<file path="config.mk">
export PLATFORM = sky130hd
export DESIGN_NAME = pwm_duty_period_meter_flat
export DESIGN_NICKNAME = d
export VERILOG_FILES = /design/src/pdpm_pkg.sv /design/src/pdpm_ifs.sv /design/src/pdpm_mul.sv /design/src/pdpm_div.sv /design/src/pwm_duty_period_meter.sv /design/src/flat_wrapper.sv
export SDC_FILE = /design/constraint.sdc
export NUM_CORES = 1
export LEC_CHECK = 0
export BUFFER_PORTS_ARGS = -buffer_cell sky130_fd_sc_hd__buf_4
export CAP_MARGIN = 25
export CORE_UTILIZATION = 50
export CTS_CLUSTER_DIAMETER = 80
export DETAILED_ROUTE_END_ITERATION = 8
export PLACE_DENSITY = 0.67
export SLEW_MARGIN = 20
export SYNTH_ARGS = -nofsm -noshare
export SYNTH_HDL_FRONTEND = slang
export SYNTH_HIERARCHICAL = 1
export SYNTH_SLANG_ARGS = --single-unit
</file>
<file path="constraint.sdc">
create_clock -name clk -period 6.7 [get_ports clk]
set_input_delay 1.34 -clock clk [delete_from_list [all_inputs] [get_ports clk]]
set_output_delay 1.34 -clock clk [all_outputs]
set_load 0.005 [all_outputs]
</file>
<file path="src/pdpm_pkg.sv">
// ----------------------------------------------------------------------------
// PWM duty/period meter package
// Field widths, register indexes, reset values and scale constants.
// ----------------------------------------------------------------------------
`default_nettype none

package pdpm_pkg;

  localparam int COUNT_WIDTH_DEF = 32;

  localparam int DUTY_W     = 7;
  localparam int PERIOD_W   = 32;
  localparam int FREQ_W     = 18;
  localparam int CLK_W      = 18;
  localparam int TIMEOUT_W  = 32;
  localparam int CFG_IDX_W  = 2;
  localparam int CFG_DATA_W = 32;
  localparam int SCALE_W    = 20;

  localparam logic [CFG_IDX_W-1:0] REG_CLOCK_KHZ = 2'd0;
  localparam logic [CFG_IDX_W-1:0] REG_TIMEOUT   = 2'd1;

  localparam logic [CLK_W-1:0]     CLOCK_KHZ_RST = 18'd120000;
  localparam logic [TIMEOUT_W-1:0] TIMEOUT_RST   = 32'd5000000;

  localparam logic [SCALE_W-1:0] DUTY_SCALE = 20'd100;
  localparam logic [SCALE_W-1:0] NS_SCALE   = 20'd1000000;
  localparam logic [DUTY_W-1:0]  DUTY_FULL  = 7'd100;

endpackage

`default_nettype wire

</file>
<file path="src/pdpm_ifs.sv">
// ----------------------------------------------------------------------------
// PWM duty/period meter channels
// Valid/ready channels for samples, results and register writes.
// ----------------------------------------------------------------------------
`default_nettype none

interface pdpm_in_if;
  logic valid;
  logic ready;
  logic pwm_level;
  modport source (output valid, output pwm_level, input ready);
  modport sink   (input valid, input pwm_level, output ready);
endinterface

interface pdpm_out_if;
  logic                          valid;
  logic                          ready;
  logic [pdpm_pkg::DUTY_W-1:0]   duty_percent;
  logic [pdpm_pkg::PERIOD_W-1:0] period_ns;
  logic [pdpm_pkg::FREQ_W-1:0]   freq_khz;
  logic                          indeterminate;
  modport source (output valid, output duty_percent, output period_ns, output freq_khz,
                  output indeterminate, input ready);
  modport sink   (input valid, input duty_percent, input period_ns, input freq_khz,
                  input indeterminate, output ready);
endinterface

interface pdpm_cfg_if;
  logic                            valid;
  logic                            ready;
  logic [pdpm_pkg::CFG_IDX_W-1:0]  index;
  logic [pdpm_pkg::CFG_DATA_W-1:0] data;
  modport source (output valid, output index, output data, input ready);
  modport sink   (input valid, input index, input data, output ready);
endinterface

`default_nettype wire

</file>
<file path="src/pdpm_mul.sv">
// ----------------------------------------------------------------------------
// PWM meter serial multiplier
// Shift-add multiply, one bit of the scale operand per cycle, MSB first.
// ----------------------------------------------------------------------------
`default_nettype none

module pdpm_mul #(
  parameter int AW = 32,
  parameter int KW = 20
) (
  input  logic            clk,
  input  logic            rst,
  input  logic            start,
  input  logic [AW-1:0]   a,
  input  logic [KW-1:0]   k,
  output logic            done,
  output logic [AW+KW-1:0] prod
);

  localparam int PW  = AW + KW;
  localparam int CNW = $clog2(KW + 1);

  logic [AW-1:0]  a_r;
  logic [KW-1:0]  k_r;
  logic [CNW-1:0] cnt;
  logic           busy;

  always_ff @(posedge clk) begin
    if (rst) begin
      busy <= 1'b0;
      done <= 1'b0;
      cnt  <= '0;
    end else begin
      done <= 1'b0;
      if (start) begin
        busy <= 1'b1;
        cnt  <= CNW'(KW);
        a_r  <= a;
        k_r  <= k;
        prod <= '0;
      end else if (busy) begin
        prod <= {prod[PW-2:0], 1'b0} + (k_r[KW-1] ? PW'(a_r) : '0);
        k_r  <= {k_r[KW-2:0], 1'b0};
        cnt  <= cnt - 1'b1;
        if (cnt == CNW'(1)) begin
          busy <= 1'b0;
          done <= 1'b1;
        end
      end
    end
  end

endmodule

`default_nettype wire

</file>
<file path="src/pdpm_div.sv">
// ----------------------------------------------------------------------------
// PWM meter serial divider
// Restoring division, one quotient bit per cycle.
// ----------------------------------------------------------------------------
`default_nettype none

module pdpm_div #(
  parameter int NW = 52,
  parameter int DW = 32
) (
  input  logic          clk,
  input  logic          rst,
  input  logic          start,
  input  logic [NW-1:0] num,
  input  logic [DW-1:0] den,
  output logic          done,
  output logic [NW-1:0] quo
);

  localparam int CNW = $clog2(NW + 1);

  logic [DW-1:0]  den_r;
  logic [DW-1:0]  rem;
  logic [CNW-1:0] cnt;
  logic           busy;
  logic [DW:0]    trial;
  logic [DW:0]    diff;
  logic           ge;

  assign trial = {rem, quo[NW-1]};
  assign ge    = trial >= {1'b0, den_r};
  assign diff  = trial - {1'b0, den_r};

  always_ff @(posedge clk) begin
    if (rst) begin
      busy <= 1'b0;
      done <= 1'b0;
      cnt  <= '0;
    end else begin
      done <= 1'b0;
      if (start) begin
        busy  <= 1'b1;
        cnt   <= CNW'(NW);
        den_r <= den;
        rem   <= '0;
        quo   <= num;
      end else if (busy) begin
        rem <= ge ? diff[DW-1:0] : trial[DW-1:0];
        quo <= {quo[NW-2:0], ge};
        cnt <= cnt - 1'b1;
        if (cnt == CNW'(1)) begin
          busy <= 1'b0;
          done <= 1'b1;
        end
      end
    end
  end

endmodule

`default_nettype wire

</file>
<file path="src/pwm_duty_period_meter.sv">
// ----------------------------------------------------------------------------
// PWM duty/period meter
// Edge capture of a sampled PWM pin; duty, period and frequency computed
// by a shared serial multiplier and serial divider.
// ----------------------------------------------------------------------------
// A sample that completes nothing leaves the input ready for the next sample.
// A timeout report passes through S_EMIT into the result registers; the input
// is ready again once S_EMIT has handed it over. A completed measurement runs
// two 20-step multiplies and three divides of COUNT_WIDTH+20 steps, then passes
// through S_EMIT, and a result not taken stalls the input.
// Reset (rst, synchronous) restores register defaults and clears the capture state.
`default_nettype none

module pwm_duty_period_meter #(
  parameter int COUNT_WIDTH = pdpm_pkg::COUNT_WIDTH_DEF
) (
  input  logic        clk,
  input  logic        rst,
  pdpm_cfg_if.sink    cfg,
  pdpm_in_if.sink     samples,
  pdpm_out_if.source  results
);

  import pdpm_pkg::*;

  localparam int CW     = COUNT_WIDTH;
  localparam int PROD_W = CW + SCALE_W;
  localparam int DEN_W  = (CW > CLK_W) ? CW : CLK_W;

  localparam logic [1:0] S_IDLE = 2'd0;
  localparam logic [1:0] S_MUL  = 2'd1;
  localparam logic [1:0] S_DIV  = 2'd2;
  localparam logic [1:0] S_EMIT = 2'd3;

  localparam logic [1:0] OP_DUTY = 2'd0;
  localparam logic [1:0] OP_PNS  = 2'd1;
  localparam logic [1:0] OP_FREQ = 2'd2;

  localparam logic [1:0] PH_WAIT = 2'd0;
  localparam logic [1:0] PH_HIGH = 2'd1;
  localparam logic [1:0] PH_LOW  = 2'd2;

  logic [CLK_W-1:0]     clock_khz;
  logic [TIMEOUT_W-1:0] timeout_ticks;

  logic [1:0]           phase;
  logic                 prev_level;
  logic [CW-1:0]        elapsed;
  logic [CW-1:0]        high_time;
  logic [TIMEOUT_W-1:0] timeout_count;

  logic [1:0]           st;
  logic [1:0]           op;
  logic [CW-1:0]        period_cap;

  logic [DUTY_W-1:0]    duty_r;
  logic [PERIOD_W-1:0]  pns_r;
  logic [FREQ_W-1:0]    freq_r;
  logic                 ind_r;

  logic                 res_valid;
  logic [DUTY_W-1:0]    res_duty;
  logic [PERIOD_W-1:0]  res_pns;
  logic [FREQ_W-1:0]    res_freq;
  logic                 res_ind;

  logic                 accept;
  logic                 level;
  logic                 rise;
  logic                 fall;
  logic [CW-1:0]        elapsed_inc;
  logic [TIMEOUT_W-1:0] tc_inc;
  logic                 done_now;
  logic                 timeout_now;
  logic [CLK_W-1:0]     clk_eff;
  logic [CW-1:0]        period_eff;

  logic                 mul_start;
  logic [CW-1:0]        mul_a;
  logic [SCALE_W-1:0]   mul_k;
  logic                 mul_done;
  logic [PROD_W-1:0]    mul_prod;

  logic                 div_start;
  logic [PROD_W-1:0]    div_num;
  logic [DEN_W-1:0]     div_den;
  logic                 div_done;
  logic [PROD_W-1:0]    div_quo;

  assign cfg.ready     = 1'b1;
  assign samples.ready = (st == S_IDLE);
  assign accept        = samples.valid && samples.ready;
  assign level         = samples.pwm_level;

  assign rise        = level && !prev_level;
  assign fall        = !level && prev_level;
  assign elapsed_inc = (elapsed == {CW{1'b1}}) ? elapsed : elapsed + 1'b1;
  assign tc_inc      = (timeout_count == {TIMEOUT_W{1'b1}}) ? timeout_count
                                                            : timeout_count + 1'b1;
  assign done_now    = (phase == PH_LOW) && rise;
  assign timeout_now = tc_inc >= timeout_ticks;

  assign clk_eff    = (clock_khz == '0) ? CLK_W'(1) : clock_khz;
  assign period_eff = (period_cap == '0) ? CW'(1) : period_cap;

  // operand selection for the shared units
  assign mul_start = (accept && done_now) || (st == S_DIV && div_done && op == OP_DUTY);
  assign mul_a     = (st == S_IDLE) ? high_time : period_cap;
  assign mul_k     = (st == S_IDLE) ? DUTY_SCALE : NS_SCALE;

  assign div_start = mul_done || (st == S_DIV && div_done && op == OP_PNS);
  assign div_num   = (st == S_MUL) ? mul_prod : PROD_W'(clk_eff);
  assign div_den   = (st == S_MUL && op == OP_PNS) ? DEN_W'(clk_eff) : DEN_W'(period_eff);

  pdpm_mul #(
    .AW (CW),
    .KW (SCALE_W)
  ) u_mul (
    .clk   (clk),
    .rst   (rst),
    .start (mul_start),
    .a     (mul_a),
    .k     (mul_k),
    .done  (mul_done),
    .prod  (mul_prod)
  );

  pdpm_div #(
    .NW (PROD_W),
    .DW (DEN_W)
  ) u_div (
    .clk   (clk),
    .rst   (rst),
    .start (div_start),
    .num   (div_num),
    .den   (div_den),
    .done  (div_done),
    .quo   (div_quo)
  );

  always_ff @(posedge clk) begin
    if (rst) begin
      clock_khz     <= CLOCK_KHZ_RST;
      timeout_ticks <= TIMEOUT_RST;
      phase         <= PH_WAIT;
      prev_level    <= 1'b0;
      elapsed       <= '0;
      high_time     <= '0;
      timeout_count <= '0;
      st            <= S_IDLE;
      op            <= OP_DUTY;
      res_valid     <= 1'b0;
    end else begin
      if (cfg.valid) begin
        case (cfg.index)
          REG_CLOCK_KHZ: clock_khz     <= cfg.data[CLK_W-1:0];
          REG_TIMEOUT:   timeout_ticks <= cfg.data[TIMEOUT_W-1:0];
          default: ;
        endcase
      end

      if (res_valid && results.ready && st != S_EMIT) begin
        res_valid <= 1'b0;
      end

      case (st)
        S_IDLE: begin
          if (accept) begin
            prev_level <= level;
            if (done_now || timeout_now) begin
              phase         <= PH_WAIT;
              elapsed       <= '0;
              high_time     <= '0;
              timeout_count <= '0;
              if (done_now) begin
                period_cap <= elapsed_inc;
                op         <= OP_DUTY;
                st         <= S_MUL;
              end else begin
                duty_r <= level ? DUTY_FULL : '0;
                pns_r  <= '0;
                freq_r <= '0;
                ind_r  <= 1'b1;
                st     <= S_EMIT;
              end
            end else begin
              timeout_count <= tc_inc;
              case (phase)
                PH_HIGH: begin
                  elapsed <= elapsed_inc;
                  if (fall) begin
                    high_time <= elapsed_inc;
                    phase     <= PH_LOW;
                  end
                end
                PH_LOW: elapsed <= elapsed_inc;
                default: begin
                  if (rise) begin
                    phase     <= PH_HIGH;
                    elapsed   <= '0;
                    high_time <= '0;
                  end else begin
                    phase <= PH_WAIT;
                  end
                end
              endcase
            end
          end
        end
        S_MUL: begin
          if (mul_done) begin
            st <= S_DIV;
          end
        end
        S_DIV: begin
          if (div_done) begin
            case (op)
              OP_DUTY: begin
                duty_r <= (div_quo > PROD_W'(DUTY_FULL)) ? DUTY_FULL : div_quo[DUTY_W-1:0];
                op     <= OP_PNS;
                st     <= S_MUL;
              end
              OP_PNS: begin
                pns_r <= (|div_quo[PROD_W-1:PERIOD_W]) ? {PERIOD_W{1'b1}}
                                                       : div_quo[PERIOD_W-1:0];
                op    <= OP_FREQ;
              end
              default: begin
                freq_r <= div_quo[FREQ_W-1:0];
                ind_r  <= 1'b0;
                st     <= S_EMIT;
              end
            endcase
          end
        end
        default: begin
          if (!res_valid || results.ready) begin
            res_valid <= 1'b1;
            res_duty  <= duty_r;
            res_pns   <= pns_r;
            res_freq  <= freq_r;
            res_ind   <= ind_r;
            st        <= S_IDLE;
          end
        end
      endcase
    end
  end

  assign results.valid         = res_valid;
  assign results.duty_percent  = res_duty;
  assign results.period_ns     = res_pns;
  assign results.freq_khz      = res_freq;
  assign results.indeterminate = res_ind;

endmodule

`default_nettype wire
</file>
<file path="src/flat_wrapper.sv">
// flat-port wrapper written by rule: the top's interface ports become plain ports
module pwm_duty_period_meter_flat import pdpm_pkg::*;
#(
  parameter int COUNT_WIDTH = pdpm_pkg::COUNT_WIDTH_DEF
)
  (clk, rst, cfg_valid, cfg_index, cfg_data, cfg_ready, samples_valid, samples_pwm_level, samples_ready, results_valid, results_duty_percent, results_period_ns, results_freq_khz, results_indeterminate, results_ready);
  pdpm_cfg_if cfg_i ();
  pdpm_in_if samples_i ();
  pdpm_out_if results_i ();
  input  logic clk;
  input  logic rst;
  input wire logic [$bits(cfg_i.valid)-1:0] cfg_valid;
  input wire logic [$bits(cfg_i.index)-1:0] cfg_index;
  input wire logic [$bits(cfg_i.data)-1:0] cfg_data;
  output wire logic [$bits(cfg_i.ready)-1:0] cfg_ready;
  input wire logic [$bits(samples_i.valid)-1:0] samples_valid;
  input wire logic [$bits(samples_i.pwm_level)-1:0] samples_pwm_level;
  output wire logic [$bits(samples_i.ready)-1:0] samples_ready;
  output wire logic [$bits(results_i.valid)-1:0] results_valid;
  output wire logic [$bits(results_i.duty_percent)-1:0] results_duty_percent;
  output wire logic [$bits(results_i.period_ns)-1:0] results_period_ns;
  output wire logic [$bits(results_i.freq_khz)-1:0] results_freq_khz;
  output wire logic [$bits(results_i.indeterminate)-1:0] results_indeterminate;
  input wire logic [$bits(results_i.ready)-1:0] results_ready;
  assign cfg_i.valid = cfg_valid;
  assign cfg_i.index = cfg_index;
  assign cfg_i.data = cfg_data;
  assign cfg_ready = cfg_i.ready;
  assign samples_i.valid = samples_valid;
  assign samples_i.pwm_level = samples_pwm_level;
  assign samples_ready = samples_i.ready;
  assign results_valid = results_i.valid;
  assign results_duty_percent = results_i.duty_percent;
  assign results_period_ns = results_i.period_ns;
  assign results_freq_khz = results_i.freq_khz;
  assign results_indeterminate = results_i.indeterminate;
  assign results_i.ready = results_ready;
  pwm_duty_period_meter #(.COUNT_WIDTH(COUNT_WIDTH)) u_core (.clk(clk), .rst(rst), .cfg(cfg_i), .samples(samples_i), .results(results_i));
endmodule
</file>
==> summary.txt <==
Logic synthesis
  • Area leader, netlist: edfxtp_1
  • Number of synthesized flops with an enable pin: around 370
  • Mean post-synth cell area: ~11 um^2
  • FF+latch count, synth: 537
  • Sequential share of the synthesized area: 0.526
  • Largest cells by area after synthesis: edfxtp_1 40%, dfxtp_1 12%, mux2_2 4.9%
  • Commonest cells in the netlist: 368 x edfxtp_1, 311 x nand2_1, 193 x nor2_1, 169 x dfxtp_1, 150 x a21oi_1
  • FFs w/ async S/R, synth: 0
  • Count leader, synth: edfxtp_1
  • Yosys top cell area share: 0.403
  • Count of cell types in the netlist: 98
  • Syn Inst Count: 2594
  • Mapped cell area: 27400 um^2
  • Post-synth top flop: edfxtp_1
  • Yosys warns: 6

Critical path
  • CP max-delay cell: nor2_2
  • Depth of the worst register-to-register path: 14
  • CP most frequent cell: nand4_1
  • Critical path cell sequence: and4_1, nand4_1, nor2_1, nand3_1, or2_2, xnor2_1, ha_1, nand4_1, nor4_1, nand4_1, a31oi_1, or2_1, o21ai_0, nor2_2
  • WP data required: 6.94 ns
  • CP Capture Type: flop
  • Worst path top cell family by delay: simple AND/OR/NAND/NOR gates
  • CP Depth: 14
  • Slowest stage delay, CP: 0.84 ns
  • CP max FO: 19
  • Critical Path Source Type: flop
  • WS Path Type: flop to flop
  • Worst Path Buf+Inv: 0
  • CP Data Arrival Time: 5.93 ns

Floorplan
  • I/O Pins: 101
  • Initial Util: 0.508
  • Row count: 85
  • DIE AREA: 55800 um^2
  • Area of the core: between 50000 and 60000 um^2
  • Die height: about 240 um
  • Die X: between 200 and 250 um

Global route
  • GR Layer Usage met1: 0.321
  • GRT overflow: 0
  • GR peak layer: met2
  • Antenna violations before repair: 1
  • Vias in the first global route: 18785
  • GR met3 Demand/Resource: 0.0338
  • Largest net degree at the start of global routing: 68
  • Met2 Use GR: 0.365
  • First-pass GRT wire length: 102000 um
  • Total GRT Usage: 0.228

STA
  • Setup violators final: 0
  • Final Hold Fails: 0
  • Slew Viols, Final: 0
  • Crit path time final: ~5.7 ns
  • Fmax: 176 MHz
  • RSZ-0062 raised after global routing: false
  • Fin worst setup slack: roughly 1.0 ns
  • Setup Skew: about 0.029 ns
  • Final setup TNS: 0 ns
  • Worst-margin pin slew: 0.995 ns
  • Slew HR: 0.336
  • Fin crit share: 0.848

Hold path
  • Worst hold path class: flop to flop
  • Hold depth: 0

Route
  • WL/cell: 18.8 um
  • # DRC: 0
  • DR vias/cell: 5.72
  • Post-route ant nets: 0
  • Routed WL: 63900 um
  • DRT iter0 DRCs: 1567
  • DR pass1 iterations: 5
  • Total number of vias: roughly 19000

Clocking
  • Resized Gates After CTS: 0
  • Clock latency on the worst-skew pair: roughly 0.62 ns
  • H-tree Lvls: 2
  • Worst-path clk slew: 0.06 ns
  • Num CTS Buffers: 56
  • Setup Fix Bufs, Post-CTS: 0
  • Num Clock Sinks: 537
  • TritonCTS clock tree: built
  • Root Driver: clkbuf_16
  • Max Buffers Root-to-Sink: 3
  • CTS Hold Bufs: 0

Final layout
  • Cell area after layout: around 31000 um^2
  • P&R area growth vs syn: 12.3%
  • Number of nets in the layout: 2808
  • Non-filler cells, final: 3407
  • Finished Core Util: 0.570
  • # fillers: 4481
  • Ant diodes: 0
  • Layout cells sized above 1: 0.147

Placed design
  • Post-DP HPWL: between 40000 and 50000 um
  • IO Port Bufs: 99
  • Post-Place Cell Area: 28800 um^2
  • Placed cell count: between 3000 and 4000
  • GPL Wtd Cong: roughly 0.94
  • Setup WS pre-CTS: approximately 1.1 ns

Power and ir drop
  • Pwr Density: 226 nW/um^2
  • Leakage power: 11.6 nW
  • Worst vdd ir: ~0.00017 V

Flow run
  • Max Cap Viol: 0

Outcome
  • Status: complete, no violations
## final timing paths
kind / startpoint / endpoint / slack [ns]
setup reg to reg: u_core/timeout_count[5] / u_core/ind_r / 1.02
hold / removal: u_core/pns_r[21] / u_core/results.period_ns[21] / 0.42
hold reg to reg: u_core/pns_r[21] / u_core/results.period_ns[21] / 0.42
setup / recovery: u_core/timeout_count[5] / u_core/ind_r / 1.02
## routing by layer
layer  wire [um]  part of all wire  vias to the layer above
li1            -                 -                     9493
met1       29200              0.46                     9335
met2       29400              0.46                      560
met3        3680             0.058                       98
met4        1610             0.025                        0
met5           0                 0                        -
## worst reg2reg max path: stages (launching register included)
cell and delay [ns]:
dfxtp_1 0.45, and4_1 0.31, nand4_1 0.19, nor2_1 0.38
nand3_1 0.25, or2_2 0.36, xnor2_1 0.17, ha_1 0.32
nand4_1 0.14, nor4_1 0.56, nand4_1 0.20, a31oi_1 0.61
or2_1 0.31, o21ai_0 0.22, nor2_2 0.84
## kinds of logic (layout without fill, tap and decap cells)
| kind of cell | after synthesis | in the layout | share of synthesized area |
|---|---|---|---|
| DFF | 537 | 537 | 0.526 |
| muxes | 138 | 138 | 0.0560 |
| other | 2 | 13 | 0.000274 |
| buffers and inverters | 258 | 364 | 0.0380 |
| adders and majority gates | 105 | 105 | 0.0485 |
| AOI/OAI and AO/OA | 477 | 477 | 0.119 |
| xor gates and xnor gates | 122 | 122 | 0.0390 |
| and+or+nand+nor | 955 | 955 | 0.173 |
## sequential cells by signal, indices dropped and copies added (netlist names), 7 cells and up
| name | count |
|---|---|
| u_core/u_div/quo | 52 |
| u_core/u_div/den_r | 32 |
| u_core/u_mul/prod | 52 |
| u_core/high_time | 32 |
| u_core/results.freq_khz | 18 |
| u_core/results.duty_percent | 7 |
| u_core/duty_r | 7 |
| u_core/freq_r | 18 |
| u_core/pns_r | 32 |
| u_core/u_div/rem | 32 |
| u_core/period_cap | 32 |
| u_core/timeout_count | 32 |
| u_core/timeout_ticks | 32 |
| u_core/results.period_ns | 32 |
| u_core/elapsed | 32 |
| u_core/clock_khz | 18 |
| u_core/u_mul/k_r | 20 |
| u_core/u_mul/a_r | 32 |
## layout make-up
cell class                 instances  area (um^2)  share of cell area
inverter                         134          503              0.0163
tap                              696          871              0.0283
timing repair buffer             124          947              0.0308
sequential                       537        14400               0.469
multi-input combinational       1810        12100               0.392
clock inverter                    43          502              0.0163
clock buffer                      63         1460              0.0473
## power by group
part / internal (W) / switching (W) / leakage (nW)
registers: 0.00352 / 0.0000169 / 4.60
logic: 0.0000565 / 0.000100 / 6.05
clock network: 0.00193 / 0.00134 / 0.941
total: 0.00550 / 0.00145 / 11.6
## placed cells by master (no fill, tap or decap), drive strengths merged, types with 56 or more instances in the layout
master | Yosys | routed
nand3 | 56 | 56
inv | 133 | 140
edfxtp | 368 | 368
ha | 103 | 103
and2 | 91 | 91
nor2 | 193 | 193
o21ai | 76 | 76
buf | 51 | 124
mux2 | 124 | 124
clkbuf | 73 | 63
a21oi | 155 | 155
xnor2 | 87 | 87
dfxtp | 169 | 169
nand2 | 313 | 313
## through the flow
step	power, W	hold WS (ns)
finish	0.00695	0.417
detailed placement	0.00376	0.405
floorplan	0.00369	0.400
CTS	0.00703	0.419
global route	0.00717	0.425
global placement	0.00375	0.402
Note: power is estimated with default switching activity, not from simulation.
